**src/hw/rtl/lgs_pkg.sv**
```systemverilog
// ----------------------------------------------------------------------------
// lgs_pkg
// Types, sizes and the B3/S23 rule shared by the life generation stencil.
// ----------------------------------------------------------------------------
package lgs_pkg;

    // Board limits
    localparam int MAX_COLS  = 512;
    localparam int MAX_ROWS  = 1024;
    localparam int COL_W     = $clog2(MAX_COLS);
    localparam int ROW_W     = $clog2(MAX_ROWS);
    // input row counter also runs over the two drain rows
    localparam int IN_ROW_W  = ROW_W + 1;

    // Configuration port
    localparam int RCFG_W     = 11;
    localparam int CCFG_W     = 10;
    localparam int CFG_IDX_W  = 2;
    localparam int CFG_DATA_W = 11;

    localparam logic [CFG_IDX_W-1:0] CFG_ROWS = CFG_IDX_W'(0);
    localparam logic [CFG_IDX_W-1:0] CFG_COLS = CFG_IDX_W'(1);

    localparam logic [RCFG_W-1:0] RESET_ROWS = RCFG_W'(400);
    localparam logic [CCFG_W-1:0] RESET_COLS = CCFG_W'(400);

    // Input item
    typedef struct packed {
        logic mode;     // 1: drain tick
        logic cell_in;
    } t_lgs_in;

    // Result item
    typedef struct packed {
        logic             next_cell;
        logic [ROW_W-1:0] out_row;
        logic [COL_W-1:0] out_col;
        logic             last_of_frame;
    } t_lgs_out;

    // One line-buffer slot: row two above and row one above
    typedef struct packed {
        logic upper;
        logic middle;
    } t_lgs_pair;

    // Window control
    typedef struct packed {
        logic step;       // item transfer that moves the window
        logic first_col;  // item sits in column 0
        logic clear;      // frame restart
    } t_lgs_win_ctl;

    // B3/S23: born on 3, survives on 2 or 3
    function automatic logic next_state(input logic [8:0] win);
        logic [3:0] count;
        count = '0;
        for (int i = 0; i < 9; i++) begin
            if (i != 4) begin
                count = count + 4'(win[i]);
            end
        end
        return (count == 4'd3) || ((count == 4'd2) && win[4]);
    endfunction

endpackage

```
**src/hw/rtl/lgs_cell.sv**
```systemverilog
// ----------------------------------------------------------------------------
// lgs_cell
// One slot of the line buffer chain: holds a bit of each stored row.
// ----------------------------------------------------------------------------
module lgs_cell (
    input  logic              i_clk,
    input  logic              i_shift,
    input  logic              i_tail,
    input  lgs_pkg::t_lgs_pair i_nbr,
    input  lgs_pkg::t_lgs_pair i_new,
    output lgs_pkg::t_lgs_pair o_q
);

    lgs_pkg::t_lgs_pair r_q;
    lgs_pkg::t_lgs_pair n_q;

    // tail slot takes the fresh column, others take the neighbor
    always_comb begin
        n_q = i_tail ? i_new : i_nbr;
    end

    always_ff @(posedge i_clk) begin
        if (i_shift) begin
            r_q <= n_q;
        end
    end

    assign o_q = r_q;

endmodule

```
**src/hw/rtl/lgs_line_chain.sv**
```systemverilog
// ----------------------------------------------------------------------------
// lgs_line_chain
// Line buffer built as a chain of cells; delay set by the active width.
// ----------------------------------------------------------------------------
module lgs_line_chain (
    input  logic                      i_clk,
    input  logic                      i_shift,
    input  logic [lgs_pkg::COL_W-1:0] i_tail_idx,
    input  lgs_pkg::t_lgs_pair        i_new,
    output lgs_pkg::t_lgs_pair        o_head
);

    lgs_pkg::t_lgs_pair w_q [lgs_pkg::MAX_COLS];

    // Data moves toward slot 0; entry point is slot cols-1
    for (genvar g = 0; g < lgs_pkg::MAX_COLS; g++) begin : g_cell
        lgs_pkg::t_lgs_pair w_nbr;
        logic               w_tail;

        if (g == lgs_pkg::MAX_COLS - 1) begin : g_end
            assign w_nbr = i_new;
        end else begin : g_mid
            assign w_nbr = w_q[g+1];
        end

        assign w_tail = (i_tail_idx == lgs_pkg::COL_W'(g));

        lgs_cell u_cell (
            .i_clk   (i_clk),
            .i_shift (i_shift),
            .i_tail  (w_tail),
            .i_nbr   (w_nbr),
            .i_new   (i_new),
            .o_q     (w_q[g])
        );
    end

    assign o_head = w_q[0];

endmodule

```
**src/hw/rtl/lgs_window.sv**
```systemverilog
// ----------------------------------------------------------------------------
// lgs_window
// 3x3 neighborhood window and next-generation rule.
// ----------------------------------------------------------------------------
module lgs_window (
    input  logic                  i_clk,
    input  logic                  i_rst_n,
    input  lgs_pkg::t_lgs_win_ctl i_ctl,
    input  logic [2:0]            i_col,   // bit0 top, bit1 middle, bit2 bottom
    output logic                  o_next
);

    logic [8:0] r_win;
    logic [8:0] n_win;

    // Column 0 evaluates the row-end window before reloading
    always_comb begin
        if (i_ctl.first_col) begin
            n_win  = {i_col, 6'b0};
            o_next = lgs_pkg::next_state({3'b0, r_win[8:3]});
        end else begin
            n_win  = {i_col, r_win[8:3]};
            o_next = lgs_pkg::next_state(n_win);
        end
    end

    always_ff @(posedge i_clk) begin
        if (!i_rst_n || i_ctl.clear) begin
            r_win <= '0;
        end else if (i_ctl.step) begin
            r_win <= n_win;
        end
    end

endmodule

```
**src/hw/rtl/life_generation_stencil.sv**
```systemverilog
// ----------------------------------------------------------------------------
// life_generation_stencil
// One B3/S23 generation over a board streamed in row-major order.
// ----------------------------------------------------------------------------
// Takes one cell per clock and gives at most one result per cell transfer, so
// a frame of R x C cells runs at one item per cycle with no stalls of its own;
// only the downstream ready can hold it back. A result appears cols + 1 items
// after its cell: after the last cell, send cols + 1 drain items (mode 1) to
// flush the frame, and the final result carries last_of_frame. The two line
// stores are one shift chain of MAX_COLS cells, advancing on each cell or
// first-drain-row transfer, so the row delay follows cols_in_use without any
// addressed memory and no clearing pass is needed after reset. A write to
// either register restarts the frame; write only while the block is idle.
module life_generation_stencil (
    input  logic                           i_clk,
    input  logic                           i_rst_n,
    // input channel
    input  logic                           i_in_valid,
    output logic                           o_in_ready,
    input  lgs_pkg::t_lgs_in               i_in_data,
    // result channel
    output logic                           o_out_valid,
    input  logic                           i_out_ready,
    output lgs_pkg::t_lgs_out              o_out_data,
    // configuration channel
    input  logic                           i_cfg_valid,
    output logic                           o_cfg_ready,
    input  logic [lgs_pkg::CFG_IDX_W-1:0]  i_cfg_index,
    input  logic [lgs_pkg::CFG_DATA_W-1:0] i_cfg_data
);

    // Config registers
    logic [lgs_pkg::RCFG_W-1:0]   r_rows;
    logic [lgs_pkg::CCFG_W-1:0]   r_cols;
    // Stream positions
    logic [lgs_pkg::IN_ROW_W-1:0] r_in_row;
    logic [lgs_pkg::COL_W-1:0]    r_in_col;
    logic [lgs_pkg::ROW_W-1:0]    r_emit_row;
    logic [lgs_pkg::COL_W-1:0]    r_emit_col;
    // Output register
    logic                         r_out_valid;
    lgs_pkg::t_lgs_out            r_out_data;

    logic [lgs_pkg::RCFG_W-1:0]   w_eff_rows;
    logic [lgs_pkg::CCFG_W-1:0]   w_eff_cols;
    logic [lgs_pkg::ROW_W-1:0]    w_rows_m1;
    logic [lgs_pkg::COL_W-1:0]    w_cols_m1;
    logic                         w_in_fire;
    logic                         w_cfg_hit;
    logic                         w_live;
    logic                         w_act;
    logic                         w_first_col;
    logic                         w_emit;
    logic                         w_last;
    logic                         w_restart;
    logic                         w_bit;
    logic                         w_shift;
    logic [2:0]                   w_col;
    logic                         w_next;
    lgs_pkg::t_lgs_pair           w_head;
    lgs_pkg::t_lgs_pair           w_new;
    lgs_pkg::t_lgs_win_ctl        w_win_ctl;

    // Effective board size, clamped into range
    always_comb begin
        if (r_rows == '0) begin
            w_eff_rows = lgs_pkg::RCFG_W'(1);
        end else if (r_rows > lgs_pkg::RCFG_W'(lgs_pkg::MAX_ROWS)) begin
            w_eff_rows = lgs_pkg::RCFG_W'(lgs_pkg::MAX_ROWS);
        end else begin
            w_eff_rows = r_rows;
        end
        if (r_cols == '0) begin
            w_eff_cols = lgs_pkg::CCFG_W'(1);
        end else if (r_cols > lgs_pkg::CCFG_W'(lgs_pkg::MAX_COLS)) begin
            w_eff_cols = lgs_pkg::CCFG_W'(lgs_pkg::MAX_COLS);
        end else begin
            w_eff_cols = r_cols;
        end
    end

    assign w_rows_m1 = lgs_pkg::ROW_W'(w_eff_rows - lgs_pkg::RCFG_W'(1));
    assign w_cols_m1 = lgs_pkg::COL_W'(w_eff_cols - lgs_pkg::CCFG_W'(1));

    // Handshakes
    assign o_cfg_ready = 1'b1;
    assign o_in_ready  = !r_out_valid || i_out_ready;
    assign w_in_fire   = i_in_valid && o_in_ready;
    assign w_cfg_hit   = i_cfg_valid &&
                         ((i_cfg_index == lgs_pkg::CFG_ROWS) ||
                          (i_cfg_index == lgs_pkg::CFG_COLS));

    // Item decode: drain ticks inside the board are dropped
    assign w_live      = ({1'b0, r_in_row} < {1'b0, w_eff_rows});
    assign w_act       = w_in_fire && !(w_live && i_in_data.mode) && !w_cfg_hit;
    assign w_first_col = (r_in_col == '0);
    assign w_bit       = w_live ? i_in_data.cell_in : 1'b0;
    assign w_shift     = w_act && ({1'b0, r_in_row} <= {1'b0, w_eff_rows});

    // Column entering the window; rows above the board read as dead
    assign w_col[0] = (r_in_row[lgs_pkg::IN_ROW_W-1:1] != '0) ? w_head.upper : 1'b0;
    assign w_col[1] = (r_in_row != '0) ? w_head.middle : 1'b0;
    assign w_col[2] = w_bit;

    assign w_new.upper  = w_head.middle;
    assign w_new.middle = w_bit;

    // Result timing
    assign w_emit    = w_act && (w_first_col ? (r_in_row[lgs_pkg::IN_ROW_W-1:1] != '0)
                                             : (r_in_row != '0));
    assign w_last    = (r_emit_row == w_rows_m1) && (r_emit_col == w_cols_m1);
    assign w_restart = w_cfg_hit || (w_emit && w_last);

    assign w_win_ctl.step      = w_act;
    assign w_win_ctl.first_col = w_first_col;
    assign w_win_ctl.clear     = w_restart;

    lgs_line_chain u_chain (
        .i_clk      (i_clk),
        .i_shift    (w_shift),
        .i_tail_idx (w_cols_m1),
        .i_new      (w_new),
        .o_head     (w_head)
    );

    lgs_window u_window (
        .i_clk   (i_clk),
        .i_rst_n (i_rst_n),
        .i_ctl   (w_win_ctl),
        .i_col   (w_col),
        .o_next  (w_next)
    );

    // Config registers
    always_ff @(posedge i_clk) begin
        if (!i_rst_n) begin
            r_rows <= lgs_pkg::RESET_ROWS;
            r_cols <= lgs_pkg::RESET_COLS;
        end else if (i_cfg_valid) begin
            unique case (i_cfg_index)
                lgs_pkg::CFG_ROWS: r_rows <= i_cfg_data[lgs_pkg::RCFG_W-1:0];
                lgs_pkg::CFG_COLS: r_cols <= i_cfg_data[lgs_pkg::CCFG_W-1:0];
                default: ;
            endcase
        end
    end

    // Input stream position
    always_ff @(posedge i_clk) begin
        if (!i_rst_n || w_restart) begin
            r_in_row <= '0;
            r_in_col <= '0;
        end else if (w_act) begin
            if (r_in_col == w_cols_m1) begin
                r_in_col <= '0;
                r_in_row <= r_in_row + lgs_pkg::IN_ROW_W'(1);
            end else begin
                r_in_col <= r_in_col + lgs_pkg::COL_W'(1);
            end
        end
    end

    // Result coordinates
    always_ff @(posedge i_clk) begin
        if (!i_rst_n || w_restart) begin
            r_emit_row <= '0;
            r_emit_col <= '0;
        end else if (w_emit) begin
            if (r_emit_col == w_cols_m1) begin
                r_emit_col <= '0;
                r_emit_row <= r_emit_row + lgs_pkg::ROW_W'(1);
            end else begin
                r_emit_col <= r_emit_col + lgs_pkg::COL_W'(1);
            end
        end
    end

    // Output register; refills in the cycle its content transfers
    always_ff @(posedge i_clk) begin
        if (!i_rst_n) begin
            r_out_valid <= 1'b0;
        end else if (w_emit) begin
            r_out_valid <= 1'b1;
        end else if (i_out_ready) begin
            r_out_valid <= 1'b0;
        end
    end

    always_ff @(posedge i_clk) begin
        if (w_emit) begin
            r_out_data.next_cell     <= w_next;
            r_out_data.out_row       <= r_emit_row;
            r_out_data.out_col       <= r_emit_col;
            r_out_data.last_of_frame <= w_last;
        end
    end

    assign o_out_valid = r_out_valid;
    assign o_out_data  = r_out_data;

endmodule

```
**config.mk**
```make
export PLATFORM = sky130hd
export DESIGN_NAME = life_generation_stencil
export DESIGN_NICKNAME = d
export VERILOG_FILES = /design/src/hw/rtl/lgs_pkg.sv /design/src/hw/rtl/lgs_cell.sv /design/src/hw/rtl/lgs_line_chain.sv /design/src/hw/rtl/lgs_window.sv /design/src/hw/rtl/life_generation_stencil.sv
export SDC_FILE = /design/constraint.sdc
export NUM_CORES = 2
export LEC_CHECK = 0
export BUFFER_PORTS_ARGS = -buffer_cell sky130_fd_sc_hd__clkbuf_2
export CORE_ASPECT_RATIO = 0.75
export CORE_UTILIZATION = 40
export DETAILED_ROUTE_END_ITERATION = 10
export PLACE_DENSITY = 0.59
export SYNTH_ARGS = -nofsm -noshare
export SYNTH_HDL_FRONTEND = slang
export SYNTH_HIERARCHICAL = 1
export SYNTH_SLANG_ARGS = --single-unit
```
**constraint.sdc**
```tcl
create_clock -name i_clk -period 72 [get_ports i_clk]
set_input_delay 7.2 -clock i_clk [delete_from_list [all_inputs] [get_ports i_clk]]
set_output_delay 7.2 -clock i_clk [all_outputs]
set_load 0.01 [all_outputs]
```
=== Word-level counts from Yosys, hierarchy flattened ===
Index checks and enable logic that the tools add are counted.

* Register bits after elaboration: 1,115
* Bits of input ports: 20

* $add $sub $neg: 17
* Order comparisons: 4
* Equal/unequal tests: 518
* Muxes and demuxes: 538
* Reductions and logical operators: 33

{| class="wikitable"
|+ Operators by type and width
! cell !! number
|-
| 9-bit == test (second input constant) || 255
|-
| 9-bit by 8-bit == test with 1-bit output (second input constant) || 128
|-
| 2-bit two-way mux || 511
|-
| 9-bit by 7-bit == test with 1-bit output (second input constant) || 64
|-
| 9-bit by 6-bit == test with 1-bit output (second input constant) || 32
|-
| 9-bit by 5-bit == test with 1-bit output (second input constant) || 16
|-
| 9-bit by 4-bit == test with 1-bit output (second input constant) || 8
|-
| 4-bit two-way mux || 13
|-
| 4-bit by 1-bit adder with 4-bit output || 11
|-
| 9-bit by 3-bit == test with 1-bit output (second input constant) || 4
|-
| 9-bit two-way mux || 4
|-
| 11-bit two-way mux || 2
|-
| 9-bit by 1-bit adder with 9-bit output (second input constant) || 2
|-
| 9-bit by 2-bit == test with 1-bit output (second input constant) || 2
|-
| 9-bit == test || 2
|-
| 9-bit zero test || 2
|-
| 4-bit by 2-bit == test with 1-bit output (second input constant) || 4
|-
| 11-bit by 1-bit adder with 11-bit output (second input constant) || 1
|-
| 11-bit > comparator (second input constant) || 1
|-
| 11-bit <= comparator || 1
|-
| 1-bit logical AND || 11
|-
| 11-bit zero test || 1
|-
| 11-bit < comparator || 1
|-
| 11-bit nonzero test || 1
|-
| 16 further kinds || 33
|}

=== Longest topological paths before layout ===
* Word-level depth: 20
* Gate-level depth with buffers: 19

=== Hierarchy ===
Netlist, hierarchy kept.

{| class="wikitable"
|+ By module, submodules not included
! module !! instances !! cells each !! area an instance (µm²) !! seq. area each (µm²)
|-
| lgs_cell || 512 || 4 || 82.6 || 60.1
|-
| life_generation_stencil || 1 || 591 || 4,947.2 || 1,851.8
|-
| lgs_line_chain || 1 || 714 || 3,933.8 || 0.0
|-
| lgs_window || 1 || 75 || 680.7 || 120.1
|}

=== Worst setup path before layout ===
OpenSTA, ideal clock, no wires.

* Path type: input to register
* From: input port i_cfg_index[1] (netlist bit)
* To: register u_chain.g_cell[0].u_cell.r_q, in the netlist u_chain/g_cell[0].u_cell/o_q[0], enable pin
* Library setup time: 2,460 ps
* Arrival: 50,403 ps
* Slack: 19,136 ps
* Stages on the path: 6
* Path through: nand2b_1 clkbuf_1 and3_1 nand2_1 clkbuf_1 nor2_1

* Word-level cells in the longest chain between the ends: 6
* Elaborated cells on any way between the ends: 7
* Those cells by class: eq/ne (1); reduce/logical (6)

{| class="wikitable"
|+ RTL lines
! element !! line !! RTL
|-
| from (decl) || life_generation_stencil.sv:28 || <nowiki>input logic [lgs_pkg::CFG_IDX_W-1:0] i_cfg_index,</nowiki>
|-
| 2-bit by 1-bit == test with 1-bit output or 2-bit zero test (tied branches) || life_generation_stencil.sv:91, life_generation_stencil.sv:90 ||
|-
| 1-bit logical OR (*) || life_generation_stencil.sv:90 || <nowiki>((i_cfg_index == lgs_pkg::CFG_ROWS) ||</nowiki>
|-
| 1-bit logical AND (*) || life_generation_stencil.sv:89 || <nowiki>assign w_cfg_hit = i_cfg_valid &&</nowiki>
|-
| 1-bit zero test (*) || life_generation_stencil.sv:95 || <nowiki>assign w_act = w_in_fire && !(w_live && i_in_data.mode) && !w_cfg_hit;</nowiki>
|-
| 1-bit logical AND (*) || life_generation_stencil.sv:95 ||
|-
| 1-bit logical AND (*) || life_generation_stencil.sv:98 || <nowiki>assign w_shift = w_act && ({1'b0, r_in_row} <= {1'b0, w_eff_rows});</nowiki>
|-
| via w_shift || life_generation_stencil.sv:57 || <nowiki>logic w_shift;</nowiki>
|-
| to (signal assigned) || lgs_cell.sv:24 || <nowiki>r_q <= n_q;</nowiki>
|-
| to (decl) || lgs_cell.sv:14 || <nowiki>lgs_pkg::t_lgs_pair r_q;</nowiki>
|}

The timed path passes the listed nets; every way through them passes the cells marked *.
A chain may end at the register's enable or synchronous reset.

=== Final worst setup path ===
* From: input port i_out_ready
* To: output port o_in_ready

* Word-level cells in the longest chain between the ends: 1

{| class="wikitable"
|+ RTL lines
! element !! line !! RTL
|-
| from (decl) || life_generation_stencil.sv:23 || <nowiki>input logic i_out_ready,</nowiki>
|-
| 1-bit logical OR || life_generation_stencil.sv:87 || <nowiki>assign o_in_ready = !r_out_valid || i_out_ready;</nowiki>
|-
| to (decl) || life_generation_stencil.sv:19 || <nowiki>output logic o_in_ready,</nowiki>
|}

No other way between the ends.

==> results.toml <==
[run_status]
outcome = "finished, final reports clean"

[critical_path]
critical_path.reg2reg.endpoint = "u_chain/g_cell[461].u_cell/o_q[1]$_DFFE_PP_"
cp-end-kind = "output port"
worstPathRequired_ps = 64800
crit_arrival_ps = 7570
startpoint = "i_out_ready"
regToRegStartpoint = "r_rows[4]$_SDFFE_PN1P_"
r2r.worst_path.cells = 15
crit_path_max_fanout = 3
cp-endpoint = "o_in_ready"
timing.critical_path.from_type = "input pin"
critical_path_class = "input pin to output port"
r2r_setup_slack_ps = 65220

[timing]
report.final.slew_viol_count = 0
worst_slack_ps = 57230
clock_skew_after_layout_ps = 22.6
timing.final.crit_share_pct = 20.5
hold-worst-slack_ps = 497
tightest_slew_ps = 1170
max-slew-margin-rel_pct = 22.1
setup_total_negative_slack_ps = 0
setup_repair_after_global_routing_missed_its_margin = "false"
maxClockFrequency_mhz = 67.7
finalHoldViolCount = 0
finalCriticalPeriod_ps = 14770
report.final.setup_viol = 0

[placed_design]
post-place-ws_ps = 57230
io_buffer_count = 42
place.detailed.instances = 5038
gp_congestion = 0.817
hpwlAfterDp_um = 56700

[yosys]
synth_area_per_cell_sq_um = 15.1
synth_top_area_cell = "sky130_fd_sc_hd__edfxtp_1"
synth_cell_type_count = 83
synth-edff-count = 1045
synth.yosys.seq_area_share_pct = 63.1
yosys_warnings = 6
synth_largest_type_area_fraction_pct = 60.5
synthesis.instances = 3428
post_synth_most_frequent_cells = "sky130_fd_sc_hd__edfxtp_1 (1045), sky130_fd_sc_hd__mux2_2 (1024), sky130_fd_sc_hd__nor3_1 (482)"
async_reset_ff_share_pct = 0
synth_fp_nets = 3481
synth_most_common_cell = "sky130_fd_sc_hd__edfxtp_1"
ys_seq_elements = 1112
synth_top_cells_by_area = "sky130_fd_sc_hd__edfxtp_1 (61%), sky130_fd_sc_hd__mux2_2 (22%), sky130_fd_sc_hd__nor3_1 (4.7%), sky130_fd_sc_hd__dfxtp_1 (2.6%), sky130_fd_sc_hd__nor3_2 (1.1%)"
post_synth_design_cell_area_sq_mm = 0.0518
postSynth.topFlopCell = "sky130_fd_sc_hd__edfxtp_1"

[global_route]
global_route_wire_length_before_repair_um = 180000
initial_antenna_violation_count = 1
grt_start_max_net_pins = 204
number_of_global_route_vias_before_repair = 28961
gr-total-overflow = 0
globalRouteTotalUtil_pct = 17.6

[power]
irDropWorstVdd_v = 0.0000195
static-leakage-power_nw = 17.3
power_density_mw_per_mm2 = 24.1

[cts]
post_cts_resized = 0
ctsLongestPathBuffers = 3
postCtsHoldBufs = 0
insertion_delay_ps = 720
cts_tree = "built"
tritoncts_num_sinks = 1112
htree_levels = 3
post-cts-setup-buffer-count = 0
clk_root_buffer_cell = "sky130_fd_sc_hd__clkbuf_16"
clock_transition_at_the_register_clock_pins_on_the_worst_setup_and_hold_paths_after_cts_ps = 60
number_of_cts_inserted_buffers = 108

[die]
pin_count = 44
die_w_um = 418
dieHeight_um = 314
initial_standard_cell_utilization_of_the_core_pct = 40.7
core_area_sq_mm = 0.128
rows = 113
design.die.area_sq_mm = 0.131

[min_path]
min-delay-path-class = "register to register"

[layout]
layout-drive-gt1-share_pct = 39.1
area_growth_syn_to_layout_pct = 10.2
antenna-diode-count = 0
finalCoreUtilization_pct = 44.8
post_layout_nonfiller_instances = 5232
total_number_of_nets_in_the_final_design = 3476

[run]
max_cap_check_violation_count = 0

[drt]
drc_markers = 0
via_count = 28969
via_per_inst = 5.54
dr.first_iter.drc_count = 2390
drt-total-wl_um = 116000
firstDrtPassIters = 7
ant_nets = 0
routedWlPerCell_um = 22.2
worst min path at each step:
stage                                          start                  endpoint  slack, ps  depth (start not counted)
after floorplan           r_emit_row[5]$_SDFFE_PP0P_  o_out_data[15]$_DFFE_PP_        410                          0
after global placement    r_emit_row[9]$_SDFFE_PP0P_  o_out_data[19]$_DFFE_PP_        490                          0
after detailed placement  r_emit_row[9]$_SDFFE_PP0P_  o_out_data[19]$_DFFE_PP_        480                          0
after CTS                 r_emit_row[9]$_SDFFE_PP0P_  o_out_data[19]$_DFFE_PP_        500                          0
after global routing      r_emit_row[9]$_SDFFE_PP0P_  o_out_data[19]$_DFFE_PP_        530                          0
final                     r_emit_row[9]$_SDFFE_PP0P_  o_out_data[19]$_DFFE_PP_        500                          0
placed cells by master, fill, tap and decap left out, types with 21 or more instances in the layout:
cell type and n:
sky130_fd_sc_hd__a21oi_1 21, sky130_fd_sc_hd__buf_4 54, sky130_fd_sc_hd__clkbuf_1 31, sky130_fd_sc_hd__clkbuf_16 111
sky130_fd_sc_hd__clkbuf_2 42, sky130_fd_sc_hd__clkinv_1 22, sky130_fd_sc_hd__dfxtp_1 67, sky130_fd_sc_hd__edfxtp_1 1045
sky130_fd_sc_hd__ha_1 31, sky130_fd_sc_hd__inv_1 22, sky130_fd_sc_hd__mux2_2 1024, sky130_fd_sc_hd__nand2_1 84
sky130_fd_sc_hd__nand3_1 39, sky130_fd_sc_hd__nor2_1 53, sky130_fd_sc_hd__nor3_1 482, sky130_fd_sc_hd__nor3_2 58
sky130_fd_sc_hd__xnor2_1 40
layout make-up:
class                   count  area, sq um
fillers                 11317        70400
flip-flops and latches   1112        32700
multi-input cells        2081        18200
clock buffers             143         2910
well taps                1725         2160
repair buffers             98          656
clock inverters            51          427
inverters                  22         82.6
registers in the layout, summed over array words and instances (netlist names):
name,cells
r_emit_row,10
r_in_col,9
r_rows,11
u_window/r_win,6
r_in_row,11
o_out_valid,1
r_cols,10
u_chain/g_cell.u_cell/o_q,1024
o_out_data,21
r_emit_col,9
per-layer routing:
| metal | global-route usage (%) | share of wire, % | vias to the layer above | wire length (um) |
|---|---|---|---|---|
| met2 | 25.9 | 43 | 537 | 50400 |
| met4 | 4.05 | 1.9 | 0 | 2180 |
| met5 | 0 | 0 | - | 0 |
| li1 | - | - | 13352 | - |
| met1 | 26.9 | 50 | 14932 | 58600 |
| met3 | 2.90 | 4.3 | 148 | 5010 |
metrics by stage:
step	total power, mW	cell area [sq um]
after floorplan	0.853	51800
after global placement	0.840	53800
after detailed placement	0.841	53800
after CTS	1.39	57100
after global routing	1.43	57100
final	1.38	57100
cells by family after synthesis:
group                    after synthesis  share of synthesized area, %
AO/OA/AOI/OAI                        108                          1.51
XOR/XNOR                              59                          1.01
adder cells (fa/ha/maj)               33                         0.825
buffers and inverters                235                          2.08
flip-flops                          1112                          63.1
multiplexers                        1029                          22.3
other                                  1                       0.00723
AND/OR/NAND/NOR                      851                          9.11
report_power, final:
part           switching (mW)  internal [mW]
logic                  0.0647         0.0235
clock network           0.244          0.307
registers             0.00664          0.732
total                   0.315           1.06
critical path, stage by stage:
cell                       delay, ps
sky130_fd_sc_hd__clkbuf_2         70
sky130_fd_sc_hd__nand2b_1        160
sky130_fd_sc_hd__clkbuf_2        140
(Power assumes the default switching activity.)
